$ cat config.mk
export PLATFORM = sky130hd
export DESIGN_NAME = hsc_cfg_regs_flat
export DESIGN_NICKNAME = d
export VERILOG_FILES = /design/src/rtl/hsc_pkg.sv /design/src/rtl/hsc_intf.sv /design/src/rtl/hsc_cfg_regs.sv /design/src/flat_wrapper.sv
export SDC_FILE = /design/constraint.sdc
export NUM_CORES = 1
export LEC_CHECK = 0
export BUFFER_PORTS_ARGS = -buffer_cell sky130_fd_sc_hd__buf_4
export CORE_UTILIZATION = 30
export DETAILED_ROUTE_END_ITERATION = 10
export GPL_TIMING_DRIVEN = 0
export PLACE_DENSITY = 0.61
export SYNTH_ARGS = -nofsm -noshare
export SYNTH_HDL_FRONTEND = slang
export SYNTH_SLANG_ARGS = --single-unit
$ cat constraint.sdc
create_clock -name clk_i -period 1.4 [get_ports clk_i]
set_clock_uncertainty 0.1 [all_clocks]
set_input_delay 0.07 -clock clk_i [delete_from_list [all_inputs] [get_ports clk_i]]
set_output_delay 0.07 -clock clk_i [all_outputs]
set_load 0.02 [all_outputs]
$ cat src/rtl/hsc_pkg.sv
// hsc_pkg: shared constants, codes and types of the humidity compensation block
// no dependencies; compile first

package hsc_pkg;

  // internal fixed point fraction bits of the humidity polynomial (range 24..48)
  localparam int unsigned FRACTION_BITS = 32;

  localparam int unsigned RAW_T_W    = 20;
  localparam int unsigned RAW_H_W    = 16;
  localparam int unsigned HUM_W      = 17;
  localparam int unsigned TFINE_W    = 21;
  localparam int unsigned CLAMP_W    = 2;
  localparam int unsigned CFG_IDX_W  = 3;
  localparam int unsigned CFG_DATA_W = 16;

  localparam logic [HUM_W-1:0] HUM_MAX = 17'd102400;

  typedef enum logic [CFG_IDX_W-1:0] {
    REG_T1  = 3'd0,
    REG_T2  = 3'd1,
    REG_T3  = 3'd2,
    REG_H13 = 3'd3,
    REG_H2  = 3'd4,
    REG_H4  = 3'd5,
    REG_H5  = 3'd6,
    REG_H6  = 3'd7
  } cfg_reg_e;

  typedef enum logic [CLAMP_W-1:0] {
    CLAMP_NONE = 2'd0,
    CLAMP_HIGH = 2'd1,
    CLAMP_LOW  = 2'd2
  } clamp_e;

  typedef struct packed {
    logic        [15:0] t1;
    logic signed [15:0] t2;
    logic signed [15:0] t3;
    logic        [7:0]  h1;
    logic        [7:0]  h3;
    logic signed [15:0] h2;
    logic signed [11:0] h4;
    logic signed [11:0] h5;
    logic signed [7:0]  h6;
  } hsc_coeff_t;

endpackage

$ cat src/rtl/hsc_intf.sv
// hsc_intf: valid/ready channel interfaces of the humidity compensation block
// depends on hsc_pkg for field widths

interface hsc_cfg_if;
  logic                             valid;
  logic                             ready;
  logic [hsc_pkg::CFG_IDX_W-1:0]    index;
  logic [hsc_pkg::CFG_DATA_W-1:0]   data;

  modport source (output valid, index, data, input ready);
  modport sink   (input valid, index, data, output ready);
endinterface


$ cat src/rtl/hsc_cfg_regs.sv
// hsc_cfg_regs: calibration coefficient registers written over the config channel
// depends on hsc_pkg and hsc_intf

module hsc_cfg_regs (
  input  logic                clk_i,
  input  logic                rst_ni,
  hsc_cfg_if.sink             cfg_i,
  output hsc_pkg::hsc_coeff_t coeff_o
);
  import hsc_pkg::*;

  hsc_coeff_t coeff_q, coeff_d;
  logic       wr_en;

  assign cfg_i.ready = 1'b1;
  assign wr_en       = cfg_i.valid & cfg_i.ready;

  always_comb begin
    coeff_d = coeff_q;
    if (wr_en) begin
      unique case (cfg_reg_e'(cfg_i.index))
        REG_T1:  coeff_d.t1 = cfg_i.data;
        REG_T2:  coeff_d.t2 = $signed(cfg_i.data);
        REG_T3:  coeff_d.t3 = $signed(cfg_i.data);
        REG_H13: begin
          coeff_d.h1 = cfg_i.data[7:0];
          coeff_d.h3 = cfg_i.data[15:8];
        end
        REG_H2:  coeff_d.h2 = $signed(cfg_i.data);
        REG_H4:  coeff_d.h4 = $signed(cfg_i.data[11:0]);
        REG_H5:  coeff_d.h5 = $signed(cfg_i.data[11:0]);
        REG_H6:  coeff_d.h6 = $signed(cfg_i.data[7:0]);
        default: ;
      endcase
    end
  end

  always_ff @(posedge clk_i or negedge rst_ni) begin
    if (!rst_ni) begin
      coeff_q <= '0;
    end else begin
      coeff_q <= coeff_d;
    end
  end

  assign coeff_o = coeff_q;

endmodule

$ cat src/flat_wrapper.sv
// flat-port wrapper written by rule: the top's interface ports become plain ports
module hsc_cfg_regs_flat import hsc_pkg::*;
  (clk_i, rst_ni, coeff_o, cfg_i_valid, cfg_i_index, cfg_i_data, cfg_i_ready);
  hsc_cfg_if cfg_i_i ();
  input  logic clk_i;
  input  logic rst_ni;
  output hsc_pkg::hsc_coeff_t coeff_o;
  input wire logic [$bits(cfg_i_i.valid)-1:0] cfg_i_valid;
  input wire logic [$bits(cfg_i_i.index)-1:0] cfg_i_index;
  input wire logic [$bits(cfg_i_i.data)-1:0] cfg_i_data;
  output wire logic [$bits(cfg_i_i.ready)-1:0] cfg_i_ready;
  assign cfg_i_i.valid = cfg_i_valid;
  assign cfg_i_i.index = cfg_i_index;
  assign cfg_i_i.data = cfg_i_data;
  assign cfg_i_ready = cfg_i_i.ready;
  hsc_cfg_regs u_core (.clk_i(clk_i), .rst_ni(rst_ni), .cfg_i(cfg_i_i), .coeff_o(coeff_o));
endmodule
=== Word level (Yosys, flattened, before mapping) ===
Index checks and enable logic that the tools add are counted.
Widths: inputs -> output; s select.

* Eq/ne operators: 7
* Reduce and logical (&&, ||, !) cells: 9

{| class="wikitable"
|+ Operator list
! kind !! number
|-
| $reduce_and 2->1 || 8
|-
| $eq 3x3->1 const B || 4
|-
| $eq 3x2->1 const B || 2
|-
| $eq 3x1->1 const B || 1
|-
| $logic_not 3->1 || 1
|}

* Register bits after elaboration: 112
* Input port bits: 22
* Output and inout port bits: 113
* Word-level logic and storage cells: 25

=== Depth between registers and ports, before layout ===
Gate-level depths: netlist (run 1).

* Depth after elaboration: 2
* Depth in mapped cells: 5
* Gate-level depth less buffers: 2

=== Worst setup path before layout (run 1) ===
No wires, ideal clock.

* Path type: input to register
* From: input port cfg_i_index[1]
* To: register u_core.coeff_q, in the netlist u_core.coeff_o[101]
* Library setup time: 125 ps
* Data arrival time: 1,156 ps
* Required time: 1,175 ps
* Path slack: 19 ps
* Cell stages on the path: 4
* Path buffers: 2
* Path through: buf_6 -> nor4b_4 -> buf_8 -> mux2_4

* Longest elaborated chain between the ends: 2

{| class="wikitable"
|+ Ends and longest elaborated chain
! what !! line !! text
|-
| start, declared || flat_wrapper.sv:9 || <nowiki>input wire logic [$bits(cfg_i_i.index)-1:0] cfg_i_index;</nowiki>
|-
| $logic_not 3->1 || hsc_cfg_regs.sv:21 || <nowiki>unique case (cfg_reg_e'(cfg_i.index))</nowiki>
|-
| $reduce_and 2->1 (no line) || n/a ||
|-
| end signal, assigned || hsc_cfg_regs.sv:42 || <nowiki>coeff_q <= coeff_d;</nowiki>
|-
| end, declared || hsc_cfg_regs.sv:12 || <nowiki>hsc_coeff_t coeff_q, coeff_d;</nowiki>
|}

No other way between the ends.
A chain may end at the register's enable or synchronous reset.

=== Worst setup path in the final report (run 1) ===
* From: input port cfg_i_index[2]
* To: register u_core.coeff_q, in the netlist u_core.coeff_o[77]

* Longest elaborated chain between the ends: 2

{| class="wikitable"
|+ Ends and longest elaborated chain
! what !! line
|-
| $eq 3x2->1 || hsc_cfg_regs.sv:21
|-
| $reduce_and 2->1 (no line) || n/a
|}

No other way between the ends.

==> flow_metrics.tcl, run 1 <==
set metrics [dict create \
    synth_top_area_share_pct 64.8 \
    leakage_uw 0.00282 \
    drive_gt1_share_pct 67.3 \
    syn_nets 270 \
    htree_levels 3 \
    synth_area_um2 4320 \
    synth_area_per_cell_um2 17.4 \
    drt-total-wl_um 10800 \
    vdd.ir_drop.worst_uv 901 \
    grt_pass1_wl_um 16600 \
    clockBufferDepth 2 \
    num_io_pins 135 \
    drtAntennaViolNets 0 \
    crit_type "in -> reg" \
    final_cells 593 \
    rsz0062_at_grt "no" \
    crit_fanout 10 \
    end_kind "flip-flop" \
    cts_buffers 9 \
    grt_pass1_vias 2886 \
    dpl-instance-area_um2 5520 \
    power_density_nw_per_um2 1670 \
    layout_min_cycle_time_ns 1.15 \
    final_cell_mix "132 x buf_4, 112 x dfrtp_1, 102 x mux2_2" \
    fillers 1293 \
    core_area_um2 14000 \
    first_iter_violations 102 \
    die_area_um2 14900 \
    status "finished, final reports clean" \
    drv_cap 0 \
    die_h_um 122 \
    ys_warn_count 0 \
    largest_reg_flops 112 \
    die_w_um 122 \
    grt_usage_pct 15.4 \
    num_vias 2710 \
    design_area_um2 6040 \
    maxSlewHeadroom_pct 60.9 \
    cp.arrival_ns 1.29 \
    dp_hpwl_um 7080 \
    drc 0 \
    antenna_cells 0 \
    place_inst 557 \
    ys_ff_latch 112 \
    root_buffer "clkbuf_16" \
    gp_congestion 0.698 \
    synth_top_area_cell "dfrtp_1" \
    synth.distinct_cells 14 \
    synth.area.top_cells "dfrtp_1 65%, mux2_2 27%, mux2_4 3.5%" \
    rows 43 \
    cts_sinks 112 \
    tritoncts "built" \
    io_buffers 129 \
    hold_viol 0 \
    area_delta_synth_final_pct 39.7 \
    path_clk_slew_ns 0.07 \
    ys_seq_area_share_pct 64.8 \
    insertion_delay_ns 0.35 \
    antenna_found_initial 0 \
    startpoint_type "input pin" \
    setup_viol 0 \
    final_nets 430 \
    wl_per_cell_um 18.2 \
    critPathRequiredTime_ns 1.53 \
    fmax_ghz 0.867 \
    vias_per_cell 4.57 \
    grt_remaining_overflow 0 \
    tightest_slew_ns 0.585 \
    worst_hold_path.num_cells 3 \
    dr.pass1.iters 3 \
    grt_max_degree 113 \
    final_common_cell "buf_4" \
    syn_inst 248 \
    total_power_uw 10100 \
    floorplan.initialDensity_pct 30.9 \
    finalCritPeriodShare_pct 82.3 \
    whs_ns 0.0666 \
    slew_violations 0 \
    worst_hold_path_type "in -> reg" \
    reg2reg_depth 1 \
]
-- critical path: stages --
cell      delay (ns)
buf_4           0.14
and4bb_2        0.28
buf_2           0.21
buf_6           0.21
mux2_2          0.36
-- cell families after synthesis --
kind of cell	Yosys count	synth area share, %
buf+inv	15	2.81
flops	112	64.8
mux	112	30.0
other cells	1	0.0867
simple gates	8	2.26
-- cell type report --
type | instances | area, µm² | area share [%]
clock buffers | 12 | 256 | 4.25
clock inverters | 4 | 51.3 | 0.849
repair buffers | 149 | 1180 | 19.6
plain buffers | 15 | 121 | 2.01
multi-input cells | 121 | 1400 | 23.2
well taps | 180 | 225 | 3.73
flip-flops and latches | 112 | 2800 | 46.4
-- cell usage after synthesis, drive strengths merged --
cell type and n:
mux2 112, nand4 1, conb 1, dfrtp 112
and4bb 2, buf 15, nor4b 1, nor4bb 1
nand4b 3
-- worst paths after layout --
path / from / endpoint / slack (ns)
setup / recovery: cfg_i_index[2] / u_core.coeff_o[77]$_DFFE_PN0P_ / 0.25
hold / removal: cfg_i_index[0] / u_core.coeff_o[21]$_DFFE_PN0P_ / 0.07
setup reg to reg: u_core.coeff_o[89]$_DFFE_PN0P_ / u_core.coeff_o[89]$_DFFE_PN0P_ / 0.52
hold reg to reg: u_core.coeff_o[25]$_DFFE_PN0P_ / u_core.coeff_o[25]$_DFFE_PN0P_ / 0.41
max in group asynchronous: rst_ni / u_core.coeff_o[38]$_DFFE_PN0P_ / 0.39
min in group asynchronous: rst_ni / u_core.coeff_o[96]$_DFFE_PN0P_ / 0.14
-- report_power, final --
group          switching, µW  internal, µW
clock network           1150          1490
registers                402          3950
logic                   1570          1540
-- per-layer routing --
layer  vias to the layer above  share of wire [%]  GRT usage, %
li1                       1202                  -             -
met5                         -                  0             0
met2                        90                 49          25.7
met3                        10                7.0          5.48
met4                         0                1.4          5.26
met1                      1408                 42          18.2
-- through the flow --
stage / TNS [ns] / util [%] / setup slack, ns
after global placement: -11.76 / 39.4 / -0.332
after detailed placement: -20.05 / 39.4 / -0.349
after CTS: 0 / 42.8 / 0.0328
final: 0 / 43.2 / 0.247
after global routing: 0 / 43.2 / 0.182
after floorplan: 0 / - / 0.0185
-- what timing repair did --
action / in CTS / in global routing
hold buffers: 16 / 1
endpoints found under the hold margin: 112 / 51
setup endpoints to repair: 0 / 4
setup buffers: 0 / 2
gates resized for setup: 0 / 0
Power figures use the tool's default switching activity.
==> run 2, diff against run 1 <==
--- a/config.mk
+++ b/config.mk
@@ -5,11 +5,12 @@
 export SDC_FILE = /design/constraint.sdc
 export NUM_CORES = 1
 export LEC_CHECK = 0
+export ABC_AREA = 1
 export BUFFER_PORTS_ARGS = -buffer_cell sky130_fd_sc_hd__buf_4
 export CORE_UTILIZATION = 30
 export DETAILED_ROUTE_END_ITERATION = 10
 export GPL_TIMING_DRIVEN = 0
-export PLACE_DENSITY = 0.61
+export PLACE_DENSITY = 0.62
 export SYNTH_ARGS = -nofsm -noshare
 export SYNTH_HDL_FRONTEND = slang
 export SYNTH_SLANG_ARGS = --single-unit
==> constraint.sdc (replaced) <==
create_clock -name clk_i -period 1 [get_ports clk_i]
set_clock_uncertainty 0.1 [all_clocks]
set_input_delay 0.05 -clock clk_i [delete_from_list [all_inputs] [get_ports clk_i]]
set_output_delay 0.05 -clock clk_i [all_outputs]
set_load 0.02 [all_outputs]
==> run 2 against run 1 <==
Effect of this change: the run now ends with negative hold slack, negative setup slack left; first-iteration DRC count grew 120%; cell count grew 53%; synthesized cell count grew 100%; sequential cell count is the same; critical endpoint is now coeff_o[46]; total power grew 45%; sequential share of layout area shrank 6.1 points; critical path depth shrank 4; via count grew 52%.
==> flow_metrics.tcl, run 2 <==
set metrics [dict create \
    place_ws_ns -0.486 \
    end_kind "primary output" \
    wl_met2_um 7120 \
    tritoncts "built" \
    r2r_setup_slack_ns 0.02 \
    drt-total-wl_um 14400 \
    gp_congestion 0.756 \
    grt_pass1_wl_um 21500 \
    antenna_cells 0 \
    antenna_found_initial 0 \
    synth_area_per_cell_um2 8.79 \
    crit_type "reg -> out" \
    cts_buffers 9 \
    path_clk_slew_ns 0.07 \
    cp_num_buf_inv 1 \
    finalCritPeriodShare_pct 106 \
    total_power_uw 14700 \
    status "finished with violations" \
    yosysMostFrequentCell "nand2_1" \
    ys_seq_area_share_pct 62.9 \
    synth_top_area_cell "dfrtp_1" \
    hold_viol 125 \
    area_delta_synth_final_pct 56.3 \
    maxSlewHeadroom_pct 31.6 \
    dr.pass1.iters 5 \
    vias_per_cell 4.55 \
    wl_per_cell_um 15.8 \
    floorplan.initialDensity_pct 30.7 \
    ys_warn_count 0 \
    die_w_um 124 \
    critPathMaxStageDelay_ns 0.41 \
    cpMaxStageDelayCell "dfrtp_1" \
    p_int_uw 9960 \
    whs_ns -0.254 \
    slew_violations 0 \
    die_h_um 124 \
    power_density_nw_per_um2 2100 \
    drive_gt1_share_pct 33.6 \
    leakage_uw 0.00380 \
    largest_reg_flops 112 \
    cp.arrival_ns 0.91 \
    die_area_um2 15300 \
    vdd.ir_drop.worst_uv 787 \
    syn_nets 529 \
    startpoint_type "flip-flop" \
    pwr-share-seq_pct 41.5 \
    rows 44 \
    fmax_ghz 0.943 \
    setup_viol 112 \
    switching_power_uw 4690 \
    drtAntennaViolNets 0 \
    met3_wirelength_um 857 \
    final_nets 742 \
    m1WireLength_um 6050 \
    synthTopCellsByCount "282 x nand2_1, 112 x dfrtp_1, 64 x nand3_1" \
    drv_cap 0 \
    final_cells 908 \
    synth_edf_count 0 \
    crit_chain "buf_6" \
    core_area_um2 14500 \
    root_buffer "clkbuf_16" \
    power_frac_comb_pct 34.2 \
    htree_levels 3 \
    grt_max_degree 113 \
    grt_pass1_vias 3967 \
    synthFlopType "dfrtp_1" \
    highest_layer "met4" \
    synth_top_area_share_pct 62.9 \
    synth-async-reset-ratio_pct 100 \
    critPathRequiredTime_ns 0.85 \
    io_buffers 125 \
    setup_ws_ns -0.0599 \
    place_inst 816 \
    fillers 1398 \
    cts_sinks 112 \
    rsz0062_at_grt "yes" \
    synth.area.top_cells "dfrtp_1 63%, nand2_1 24%, nand3_1 7.2%" \
    crit_family "flip-flops" \
    grt_remaining_overflow 0 \
    synth_area_um2 4460 \
    synth.distinct_cells 15 \
    final_common_cell "nand2_1" \
    ys_ff_latch 112 \
    failed_checks "negative hold slack, negative setup slack" \
    num_io_pins 135 \
    worst_hold_path_type "in -> async" \
    num_vias 4127 \
    final_cell_mix "280 x nand2_1, 114 x buf_6, 112 x dfrtp_1" \
    insertion_delay_ns 0.34 \
    final.setup.tns_ns -3.98 \
    first_iter_violations 228 \
    layout_min_cycle_time_ns 1.06 \
    crit_fanout 2 \
    clockBufferDepth 2 \
    grt_usage_pct 19.4 \
    tightest_slew_ns 1.03 \
    power_frac_clock_pct 24.3 \
    drc 0 \
    dp_hpwl_um 9410 \
    syn_inst 507 \
    swShare_pct 32.0 \
]
## run 2: cell count changes in the layout (fill, tap and decap cells not counted), sizes merged, moves of 5 or more
cell         before  now
nand3             0   64
buf             147  213
clkbuf           12   19
nor2              0    8
dlygate4sd3      17   12
inv               1    6
mux2            112    0
nand2             0  285
## run 2: kinds of logic after synthesis
family | count (synthesis) | synth area share [%]
DFF | 112 | 62.9
buffers and inverters | 37 | 4.24
other | 1 | 0.0842
and+or+nand+nor | 357 | 32.8
## run 2: timing repair
item / 4_1_cts / 5_1_grt
gates cloned: 0 / 0
setup endpoints to repair: 225 / 144
gates resized for setup: 114 / 8
hold buffers: 12 / 1
setup buffers: 38 / 27
endpoints found under the hold margin: 188 / 121
pin swaps: 0 / 1
## run 2: final timing paths
path / endpoint / cells after the start / from
setup / recovery: coeff_o[46] / 1 / u_core.coeff_o[46]$_DFFE_PN0P_
setup reg to reg: u_core.coeff_o[47]$_DFFE_PN0P_ / 4 / u_core.coeff_o[47]$_DFFE_PN0P_
hold / removal: u_core.coeff_o[85]$_DFFE_PN0P_ / 1 / rst_ni
max in group asynchronous: u_core.coeff_o[60]$_DFFE_PN0P_ / 1 / rst_ni
min in group clk_i: u_core.coeff_o[96]$_DFFE_PN0P_ / 4 / cfg_i_index[0]
hold reg to reg: u_core.coeff_o[105]$_DFFE_PN0P_ / 2 / u_core.coeff_o[105]$_DFFE_PN0P_
## run 2: area by class of cell
| class | count | area (µm²) | area share, % |
|---|---|---|---|
| clock buffer | 11 | 243 | 3.49 |
| timing repair buffer | 202 | 1970 | 28.3 |
| buffer | 31 | 174 | 2.50 |
| tap | 184 | 230 | 3.31 |
| sequential | 112 | 2800 | 40.2 |
| multi-input combinational | 358 | 1480 | 21.2 |
| clock inverter | 4 | 45.0 | 0.647 |
| inverter | 6 | 22.5 | 0.323 |
## run 2: power by group through the flow
stage / sequential [µW] / clock [µW] / combinational [µW]
floorplan: 6960 / 0 / 836
global placement: 5950 / 0 / 3680
detailed placement: 6000 / 0 / 3740
CTS: 6070 / 3690 / 4720
global route: 6140 / 3870 / 5400
finish: 6070 / 3570 / 5010
## run 2: per-layer routing
layer  GRT usage (%)  vias to the layer above
li1                -                     1990
met2            32.0                      148
met4            10.1                        0
met5               0                        -
met1            24.0                     1966
met3            3.66                       23
## run 2: per-stage QoR
step	instance area, µm²	util [%]
final	6960	47.9
after global routing	6960	47.9
after CTS	6740	46.4
after detailed placement	5620	38.7
after global placement	5620	38.7
after floorplan	4460	-
